### config.mk
export PLATFORM = sky130hd
export DESIGN_NAME = i2c_master_tx_sequencer_flat
export DESIGN_NICKNAME = d
export VERILOG_FILES = /design/src/hw/rtl/i2cts_pkg.sv /design/src/hw/rtl/i2cts_req_if.sv /design/src/hw/rtl/i2cts_rsp_if.sv /design/src/hw/rtl/i2cts_ram.sv /design/src/hw/rtl/i2c_master_tx_sequencer.sv /design/src/flat_wrapper.sv
export VERILOG_INCLUDE_DIRS = /design/src /design/src/hw/rtl
export SDC_FILE = /design/constraint.sdc
export NUM_CORES = 1
export LEC_CHECK = 0
export BUFFER_PORTS_ARGS = -buffer_cell sky130_fd_sc_hd__buf_2
export CORE_ASPECT_RATIO = 0.5
export CORE_MARGIN = 2
export CORE_UTILIZATION = 40
export DETAILED_ROUTE_END_ITERATION = 8
export PLACE_DENSITY = 0.65
export SLEW_MARGIN = 10
export SYNTH_ARGS = -nofsm -noshare
export SYNTH_HDL_FRONTEND = slang
export SYNTH_SLANG_ARGS = --single-unit
export TNS_END_PERCENT = 5
### constraint.sdc
create_clock -name clk -period 6.15 [get_ports clk]
set_input_delay 0.3075 -clock clk [delete_from_list [all_inputs] [get_ports clk]]
set_output_delay 0.3075 -clock clk [all_outputs]
set_load 0.03 [all_outputs]
### src/hw/rtl/assert_macros.svh
// Assertion helpers shared by the RTL.
`ifndef ASSERT_MACROS_SVH
`define ASSERT_MACROS_SVH

// Same-cycle implication, checked outside reset.
`define ASSERT_IMPLIES(label, clk, rst_n, ante, cons) \
    label: assert property (@(posedge clk) disable iff (!rst_n) (ante) |-> (cons)) \
        else $error("assertion failed: same-cycle implication");

// Next-cycle implication, checked outside reset.
`define ASSERT_NEXT(label, clk, rst_n, ante, cons) \
    label: assert property (@(posedge clk) disable iff (!rst_n) (ante) |=> (cons)) \
        else $error("assertion failed: next-cycle implication");

`endif

### src/hw/rtl/i2cts_pkg.sv
package i2cts_pkg;

    // Field widths
    localparam int OPCODE_W  = 2;
    localparam int BYTE_W    = 8;
    localparam int ADDR_W    = 7;
    localparam int STATUS_W  = 8;
    localparam int CMD_W     = 3;

    // Request opcodes
    localparam logic [OPCODE_W-1:0] OP_QUEUE  = 2'd0;
    localparam logic [OPCODE_W-1:0] OP_START  = 2'd1;
    localparam logic [OPCODE_W-1:0] OP_STATUS = 2'd2;

    // Bus commands
    localparam logic [CMD_W-1:0] CMD_NONE       = 3'd0;
    localparam logic [CMD_W-1:0] CMD_START      = 3'd1;
    localparam logic [CMD_W-1:0] CMD_SEND       = 3'd2;
    localparam logic [CMD_W-1:0] CMD_STOP       = 3'd3;
    localparam logic [CMD_W-1:0] CMD_RELEASE    = 3'd4;
    localparam logic [CMD_W-1:0] CMD_STOP_RESET = 3'd5;

    // Bus status codes (low three bits masked)
    localparam logic [STATUS_W-1:0] STATUS_MASK     = 8'hF8;
    localparam logic [STATUS_W-1:0] STS_BUS_ERROR   = 8'h00;
    localparam logic [STATUS_W-1:0] STS_START       = 8'h08;
    localparam logic [STATUS_W-1:0] STS_RESTART     = 8'h10;
    localparam logic [STATUS_W-1:0] STS_ADDR_ACK    = 8'h18;
    localparam logic [STATUS_W-1:0] STS_ADDR_NACK   = 8'h20;
    localparam logic [STATUS_W-1:0] STS_DATA_ACK    = 8'h28;
    localparam logic [STATUS_W-1:0] STS_DATA_NACK   = 8'h30;
    localparam logic [STATUS_W-1:0] STS_ARB_LOST    = 8'h38;
    localparam logic [STATUS_W-1:0] STS_RX_ADDR_NACK = 8'h48;

    // One request item
    typedef struct packed {
        logic [OPCODE_W-1:0] opcode;
        logic [BYTE_W-1:0]   payload_byte;
        logic [ADDR_W-1:0]   target_address;
        logic [STATUS_W-1:0] bus_status;
    } item_t;

endpackage

### src/hw/rtl/i2cts_req_if.sv
interface i2cts_req_if;
    logic                                valid;
    logic                                ready;
    logic [i2cts_pkg::OPCODE_W-1:0]      opcode;
    logic [i2cts_pkg::BYTE_W-1:0]        payload_byte;
    logic [i2cts_pkg::ADDR_W-1:0]        target_address;
    logic [i2cts_pkg::STATUS_W-1:0]      bus_status;

    modport source (output valid, opcode, payload_byte, target_address, bus_status,
                    input ready);
    modport sink   (input valid, opcode, payload_byte, target_address, bus_status,
                    output ready);
endinterface

### src/hw/rtl/i2cts_rsp_if.sv
interface i2cts_rsp_if;
    logic                            valid;
    logic                            ready;
    logic [i2cts_pkg::CMD_W-1:0]     bus_command;
    logic [i2cts_pkg::BYTE_W-1:0]    byte_out;
    logic                            accepted;
    logic                            busy_out;

    modport source (output valid, bus_command, byte_out, accepted, busy_out,
                    input ready);
    modport sink   (input valid, bus_command, byte_out, accepted, busy_out,
                    output ready);
endinterface

### src/hw/rtl/i2cts_ram.sv
module i2cts_ram #(
    parameter int WIDTH = 8,
    parameter int DEPTH = 16
) (
    input  logic                     clk,
    input  logic                     wr_en,
    input  logic [$clog2(DEPTH)-1:0] wr_addr,
    input  logic [WIDTH-1:0]         wr_data,
    input  logic [$clog2(DEPTH)-1:0] rd_addr,
    output logic [WIDTH-1:0]         rd_data
);

    logic [WIDTH-1:0] mem_reg [DEPTH];
    logic [WIDTH-1:0] rd_data_reg;

    // One write port, one registered read port (read returns old data on collision)
    always_ff @(posedge clk)
    begin
        if (wr_en)
        begin
            mem_reg[wr_addr] <= wr_data;
        end
        rd_data_reg <= mem_reg[rd_addr];
    end

    assign rd_data = rd_data_reg;

endmodule

### src/hw/rtl/i2c_master_tx_sequencer.sv
// Stages: input register, one decode/FIFO step, result register.
// Throughput: one item per cycle while the response side is not stalled.
// The FIFO head byte comes from a registered RAM read addressed with the next head pointer.
// Reset (rst_n, async, active low) empties the FIFO pointers and clears busy and the
// stored address byte; FIFO contents stay undefined until written, with no clearing pass.
`include "assert_macros.svh"

module i2c_master_tx_sequencer #(
    parameter int FIFO_DEPTH = 16
) (
    input  logic        clk,
    input  logic        rst_n,
    i2cts_req_if.sink   req,
    i2cts_rsp_if.source rsp
);

    localparam int AW = $clog2(FIFO_DEPTH);
    localparam int CW = $clog2(FIFO_DEPTH + 1);
    localparam logic [AW-1:0] LAST_IDX = AW'(FIFO_DEPTH - 1);
    localparam logic [CW-1:0] FULL_CNT = CW'(FIFO_DEPTH);

    // Input stage
    logic                 in_valid_reg;
    i2cts_pkg::item_t     item_reg;

    // Sequencer state
    logic [AW-1:0]        head_reg, head_next;
    logic [AW-1:0]        tail_reg, tail_next;
    logic [CW-1:0]        count_reg, count_next;
    logic [i2cts_pkg::BYTE_W-1:0] addr_byte_reg, addr_byte_next;
    logic                 busy_reg, busy_next;

    // Read bypass for a head entry written in the previous cycle
    logic                 byp_hit_reg, byp_hit_next;
    logic [i2cts_pkg::BYTE_W-1:0] byp_data_reg;

    // Result stage
    logic                 out_valid_reg;
    logic [i2cts_pkg::CMD_W-1:0]  cmd_reg, cmd_next;
    logic [i2cts_pkg::BYTE_W-1:0] byte_reg, byte_next;
    logic                 acc_reg, acc_next;
    logic                 busy_out_reg;

    logic                 process;
    logic                 wr_en;
    logic [i2cts_pkg::BYTE_W-1:0] ram_rd_data;
    logic [i2cts_pkg::BYTE_W-1:0] head_data;
    logic [i2cts_pkg::STATUS_W-1:0] status_m;

    function automatic logic [AW-1:0] next_idx(input logic [AW-1:0] idx);
        next_idx = (idx == LAST_IDX) ? '0 : idx + 1'b1;
    endfunction

    // Handshake
    assign process   = in_valid_reg && (!out_valid_reg || rsp.ready);
    assign req.ready = !in_valid_reg || process;

    // Input register
    always_ff @(posedge clk or negedge rst_n)
    begin
        if (!rst_n)
        begin
            in_valid_reg <= 1'b0;
        end
        else if (req.ready)
        begin
            in_valid_reg <= req.valid;
        end
    end

    always_ff @(posedge clk)
    begin
        if (req.ready && req.valid)
        begin
            item_reg.opcode         <= req.opcode;
            item_reg.payload_byte   <= req.payload_byte;
            item_reg.target_address <= req.target_address;
            item_reg.bus_status     <= req.bus_status;
        end
    end

    // Transmit FIFO storage
    i2cts_ram #(
        .WIDTH (i2cts_pkg::BYTE_W),
        .DEPTH (FIFO_DEPTH)
    ) u_fifo_ram (
        .clk     (clk),
        .wr_en   (wr_en),
        .wr_addr (tail_reg),
        .wr_data (item_reg.payload_byte),
        .rd_addr (head_next),
        .rd_data (ram_rd_data)
    );

    assign head_data = byp_hit_reg ? byp_data_reg : ram_rd_data;
    assign status_m  = item_reg.bus_status & i2cts_pkg::STATUS_MASK;

    // Decode and state update for the item in the input register
    always_comb
    begin
        head_next      = head_reg;
        tail_next      = tail_reg;
        count_next     = count_reg;
        addr_byte_next = addr_byte_reg;
        busy_next      = busy_reg;
        cmd_next       = i2cts_pkg::CMD_NONE;
        byte_next      = '0;
        acc_next       = 1'b0;
        wr_en          = 1'b0;
        if (process)
        begin
            unique case (item_reg.opcode)
                i2cts_pkg::OP_QUEUE:
                begin
                    if (!busy_reg && (count_reg != FULL_CNT))
                    begin
                        wr_en      = 1'b1;
                        tail_next  = next_idx(tail_reg);
                        count_next = count_reg + 1'b1;
                        acc_next   = 1'b1;
                    end
                end
                i2cts_pkg::OP_START:
                begin
                    if (!busy_reg)
                    begin
                        addr_byte_next = {item_reg.target_address, 1'b0};
                        busy_next      = 1'b1;
                        cmd_next       = i2cts_pkg::CMD_START;
                        acc_next       = 1'b1;
                    end
                end
                i2cts_pkg::OP_STATUS:
                begin
                    unique case (status_m) inside
                        i2cts_pkg::STS_START, i2cts_pkg::STS_RESTART:
                        begin
                            cmd_next  = i2cts_pkg::CMD_SEND;
                            byte_next = addr_byte_reg;
                        end
                        i2cts_pkg::STS_ADDR_ACK, i2cts_pkg::STS_DATA_ACK:
                        begin
                            if (count_reg == '0)
                            begin
                                cmd_next  = i2cts_pkg::CMD_STOP;
                                busy_next = 1'b0;
                            end
                            else
                            begin
                                cmd_next   = i2cts_pkg::CMD_SEND;
                                byte_next  = head_data;
                                head_next  = next_idx(head_reg);
                                count_next = count_reg - 1'b1;
                            end
                        end
                        i2cts_pkg::STS_ADDR_NACK, i2cts_pkg::STS_DATA_NACK,
                        i2cts_pkg::STS_RX_ADDR_NACK:
                        begin
                            cmd_next  = i2cts_pkg::CMD_STOP;
                            busy_next = 1'b0;
                        end
                        i2cts_pkg::STS_ARB_LOST:
                        begin
                            cmd_next  = i2cts_pkg::CMD_RELEASE;
                            busy_next = 1'b0;
                        end
                        i2cts_pkg::STS_BUS_ERROR:
                        begin
                            cmd_next  = i2cts_pkg::CMD_STOP_RESET;
                            busy_next = 1'b0;
                        end
                        default:
                        begin
                        end
                    endcase
                end
                default:
                begin
                end
            endcase
        end
    end

    assign byp_hit_next = wr_en && (tail_reg == head_next);

    // State registers
    always_ff @(posedge clk or negedge rst_n)
    begin
        if (!rst_n)
        begin
            head_reg      <= '0;
            tail_reg      <= '0;
            count_reg     <= '0;
            addr_byte_reg <= '0;
            busy_reg      <= 1'b0;
            byp_hit_reg   <= 1'b0;
        end
        else
        begin
            head_reg      <= head_next;
            tail_reg      <= tail_next;
            count_reg     <= count_next;
            addr_byte_reg <= addr_byte_next;
            busy_reg      <= busy_next;
            byp_hit_reg   <= byp_hit_next;
        end
    end

    always_ff @(posedge clk)
    begin
        byp_data_reg <= item_reg.payload_byte;
    end

    // Result register
    always_ff @(posedge clk or negedge rst_n)
    begin
        if (!rst_n)
        begin
            out_valid_reg <= 1'b0;
        end
        else if (process)
        begin
            out_valid_reg <= 1'b1;
        end
        else if (rsp.ready)
        begin
            out_valid_reg <= 1'b0;
        end
    end

    always_ff @(posedge clk)
    begin
        if (process)
        begin
            cmd_reg      <= cmd_next;
            byte_reg     <= byte_next;
            acc_reg      <= acc_next;
            busy_out_reg <= busy_next;
        end
    end

    assign rsp.valid       = out_valid_reg;
    assign rsp.bus_command = cmd_reg;
    assign rsp.byte_out    = byte_reg;
    assign rsp.accepted    = acc_reg;
    assign rsp.busy_out    = busy_out_reg;

    // Checks
    `ASSERT_IMPLIES(a_count_bound, clk, rst_n, 1'b1, count_reg <= FULL_CNT)
    `ASSERT_IMPLIES(a_empty_ptrs, clk, rst_n, count_reg == '0, head_reg == tail_reg)
    `ASSERT_IMPLIES(a_start_busy, clk, rst_n, out_valid_reg && (cmd_reg == i2cts_pkg::CMD_START), busy_out_reg && acc_reg)
    `ASSERT_NEXT(a_stop_idle, clk, rst_n, process && (cmd_next == i2cts_pkg::CMD_STOP), !busy_reg)

endmodule
### src/flat_wrapper.sv
// flat-port wrapper written by rule: the top's interface ports become plain ports
module i2c_master_tx_sequencer_flat 
#(
    parameter int FIFO_DEPTH = 16
)
  (clk, rst_n, req_valid, req_opcode, req_payload_byte, req_target_address, req_bus_status, req_ready, rsp_valid, rsp_bus_command, rsp_byte_out, rsp_accepted, rsp_busy_out, rsp_ready);
  i2cts_req_if req_i ();
  i2cts_rsp_if rsp_i ();
  input  logic clk;
  input  logic rst_n;
  input wire logic [$bits(req_i.valid)-1:0] req_valid;
  input wire logic [$bits(req_i.opcode)-1:0] req_opcode;
  input wire logic [$bits(req_i.payload_byte)-1:0] req_payload_byte;
  input wire logic [$bits(req_i.target_address)-1:0] req_target_address;
  input wire logic [$bits(req_i.bus_status)-1:0] req_bus_status;
  output wire logic [$bits(req_i.ready)-1:0] req_ready;
  output wire logic [$bits(rsp_i.valid)-1:0] rsp_valid;
  output wire logic [$bits(rsp_i.bus_command)-1:0] rsp_bus_command;
  output wire logic [$bits(rsp_i.byte_out)-1:0] rsp_byte_out;
  output wire logic [$bits(rsp_i.accepted)-1:0] rsp_accepted;
  output wire logic [$bits(rsp_i.busy_out)-1:0] rsp_busy_out;
  input wire logic [$bits(rsp_i.ready)-1:0] rsp_ready;
  assign req_i.valid = req_valid;
  assign req_i.opcode = req_opcode;
  assign req_i.payload_byte = req_payload_byte;
  assign req_i.target_address = req_target_address;
  assign req_i.bus_status = req_bus_status;
  assign req_ready = req_i.ready;
  assign rsp_valid = rsp_i.valid;
  assign rsp_bus_command = rsp_i.bus_command;
  assign rsp_byte_out = rsp_i.byte_out;
  assign rsp_accepted = rsp_i.accepted;
  assign rsp_busy_out = rsp_i.busy_out;
  assign rsp_i.ready = rsp_ready;
  i2c_master_tx_sequencer #(.FIFO_DEPTH(FIFO_DEPTH)) u_core (.clk(clk), .rst_n(rst_n), .req(req_i), .rsp(rsp_i));
endmodule
==> metrics.cfg <==
[synth]
syn_avg_cell_area_um2=14.7
synth_top_area_share_pct=59.6
async_flop_share_pct=11.8
synth_seq_cells=203
synthCells=560
ys_top_cells_by_area=edfxtp_1 60%, dfrtp_1 7.3%, mux2_2 4.3%, dfxtp_1 3.9%, mux2i_1 3.8%
post-synth-top-area-cell=edfxtp_1
synth-edff-count=163
syn_nets=601
synth.cell_area_um2=8210
yosys_warnings=0
seq_area_frac_synth_pct=70.9
synth_cell_types=50
synth-main-ff-cell=edfxtp_1

[global_route]
grt_pass1_wl_um=25700
antenna_found_initial=0
grtUsageTotal_pct=15.6
overflow=0
grt_max_degree=65
grt_pass1_vias=4679

[cts]
cts_buffers=20
cts_tree=yes
clkLatencyLatePin_ns=0.50
root_buffer=clkbuf_16
post_cts_buffers=0
cts-resized-gates=0
cts_buffer_depth=3
path_clk_slew_ns=0.06
h-tree-depth=1
clock_sinks=203

[sta]
worstMarginPinSlew_ns=1.10
layout_setup_ws_ns=2.56
clock_skew_ns=0.0157
finalCriticalPeriod_ns=3.59
final-setup-viol-count=0
tns_ns=0
rsz0062_at_grt=false
timing.final.hold_violations=0
finalMaxSlewViolations=0
fmax_mhz=278
fin_crit_sh_pct=58.4
maxSlewHeadroom_pct=26.8

[critical_path]
cp_data_arrival_time_ns=3.95
cpPeakStageDelay_ns=0.71
cp_top_family=compound AO/OA/AOI/OAI gates
worstPathRequired_ns=6.51
cp_num_buf_inv=1
cp-end-kind=flop
path_cells=or4_4, o2111a_1, nand4_1, a21boi_4, buf_4, mux2i_1, mux2_2, o22ai_1, a221o_1
critPathKind=reg2reg
worst_path_max_delay_cell=buf_4
start_kind=flop
crit_fanout=64

[die]
fp.dieW_um=207
dieHeight_um=105
coreArea_um2=19800
ioPinCount=44
rows=36
start_util_pct=41.5
fp.dieArea_um2=21800

[route]
drc=0
dr.pass1.iters=5
viasPerCell=5.18
drtAntennaViolNets=0
wl_per_cell_um=18.0
vias=4697
drt_iter0_drc=391
wl_um=16300

[power]
p_per_area_nw_per_um2=360
ir_drop_mv=0.190
p_leak_nw=3.65

[layout]
multi_input_area_um2=2170
largest_reg_flops=128
layout-drive-gt1-share_pct=18.6
stdcell_area_um2=9540
num-fill-cells=1674
seq_area_um2=5820
antennaDiodeCount=0
fin_util_pct=48.2
area_growth_pct=16.2
nets=668

[placed_design]
io_buffers=40
place_ws_ns=2.57
place.gp.congestion=0.821
dpl.hpwl_um=10200
placed_cell_area_um2=8640

[run]
timing.max_cap.violations=0

[run_status]
status=completed

[min_path]
hold_class=in2reg

-- final timing paths --
kind                                           endpoint  cells after the start  slack, ns                start
hold / removal                       u_core.item_reg[7]                      1       0.01    req_bus_status[7]
setup reg to reg           u_core.u_fifo_ram.rd_data[5]                      9       2.56  u_core.count_reg[1]
min in group asynchronous            u_core.tail_reg[2]                      2       0.35                rst_n
hold reg to reg                 u_core.addr_byte_reg[2]                      1       0.48   u_core.item_reg[9]
setup / recovery           u_core.u_fifo_ram.rd_data[5]                      9       2.56  u_core.count_reg[1]
max in group asynchronous            u_core.tail_reg[1]                      2       5.42                rst_n
-- per-layer routing --
layer / vias up / track usage [%] / part of all wire [%]
li1: 2219 / - / -
met1: 2285 / 21.5 / 45
met3: 29 / 2.60 / 6.2
met2: 164 / 25.6 / 47
met4: 0 / 3.98 / 2.0
met5: - / 0 / 0
-- layout by cell type (no fill, tap or decap), types with 2 or more instances in the layout --
cell type / n
clkbuf_16: 21
nor2_1: 26
nor4_1: 2
dfxtp_1: 16
nand3_1: 9
clkinv_1: 2
edfxtp_1: 163
and2_1: 2
inv_2: 2
inv_1: 15
nand2b_1: 5
a22oi_1: 7
xor2_1: 2
nand2_1: 80
dfrtp_1: 24
mux2_2: 31
buf_2: 40
and3_1: 15
clkinv_2: 6
dlygate4sd3_1: 22
a21o_1: 3
a221o_1: 8
a21oi_1: 10
o22ai_1: 8
mux2i_1: 31
nand4_1: 4
xnor2_1: 11
bufinv_16: 2
nor3_1: 8
ha_1: 11
buf_4: 8
a31oi_1: 18
o21ai_0: 7
-- cell usage after synthesis, types with 11 or more instances --
| cell type | n |
|---|---|
| nand2_1 | 80 |
| ha_1 | 11 |
| xnor2_1 | 11 |
| dfxtp_1 | 16 |
| mux2i_1 | 31 |
| and3_1 | 15 |
| a31oi_1 | 18 |
| edfxtp_1 | 163 |
| dfrtp_1 | 24 |
| inv_1 | 15 |
| nor2_1 | 26 |
| mux2_2 | 31 |
-- worst reg2reg max path, cell delays in order (launching register included) --
cell and delay (ns):
dfrtp_1 0.41, or4_4 0.59, o2111a_1 0.44, nand4_1 0.18, a21boi_4 0.18, buf_4 0.71
mux2i_1 0.35, mux2_2 0.20, o22ai_1 0.11, a221o_1 0.31
-- area by class of cell --
cell class / count / area share, %
sequential: 203 / 61.0
multi-input combinational: 315 / 22.8
clock buffer: 22 / 5.65
timing repair buffer: 70 / 5.04
tap: 266 / 3.49
clock inverter: 14 / 1.43
inverter: 17 / 0.669
-- cells by family (layout without fill, tap and decap cells) --
| kind of cell | Yosys count | count (layout) | share of synthesized area, % |
|---|---|---|---|
| compound gates | 71 | 71 | 6.05 |
| xor+xnor | 13 | 13 | 1.39 |
| fa+ha+maj | 12 | 12 | 1.92 |
| buf+inv | 42 | 123 | 2.90 |
| flops | 203 | 203 | 70.9 |
| mux | 64 | 64 | 8.48 |
| simple gates | 155 | 155 | 8.41 |
-- through the flow --
stage	std cells	power, mW	hold WS [ns]
detailed placement	849	2.22	0.337
floorplan	560	2.10	0.0119
finish	907	3.43	0.0129
global route	907	3.57	0.00265
global placement	849	2.20	0.338
CTS	906	3.45	0.0000542
-- power breakdown --
part           internal, mW  switching [mW]  leakage (nW)  total [mW]
Sequential             1.59          0.0888          1.92        1.67
Clock                 0.722           0.504         0.336        1.23
Combinational         0.233           0.297          1.40       0.530
-- repair_timing --
action,4_1_cts,5_1_grt
hold endpoints to repair,44,1
setup endpoints to repair,0,0
hold buffers,21,1
(Power assumes the default switching activity.)
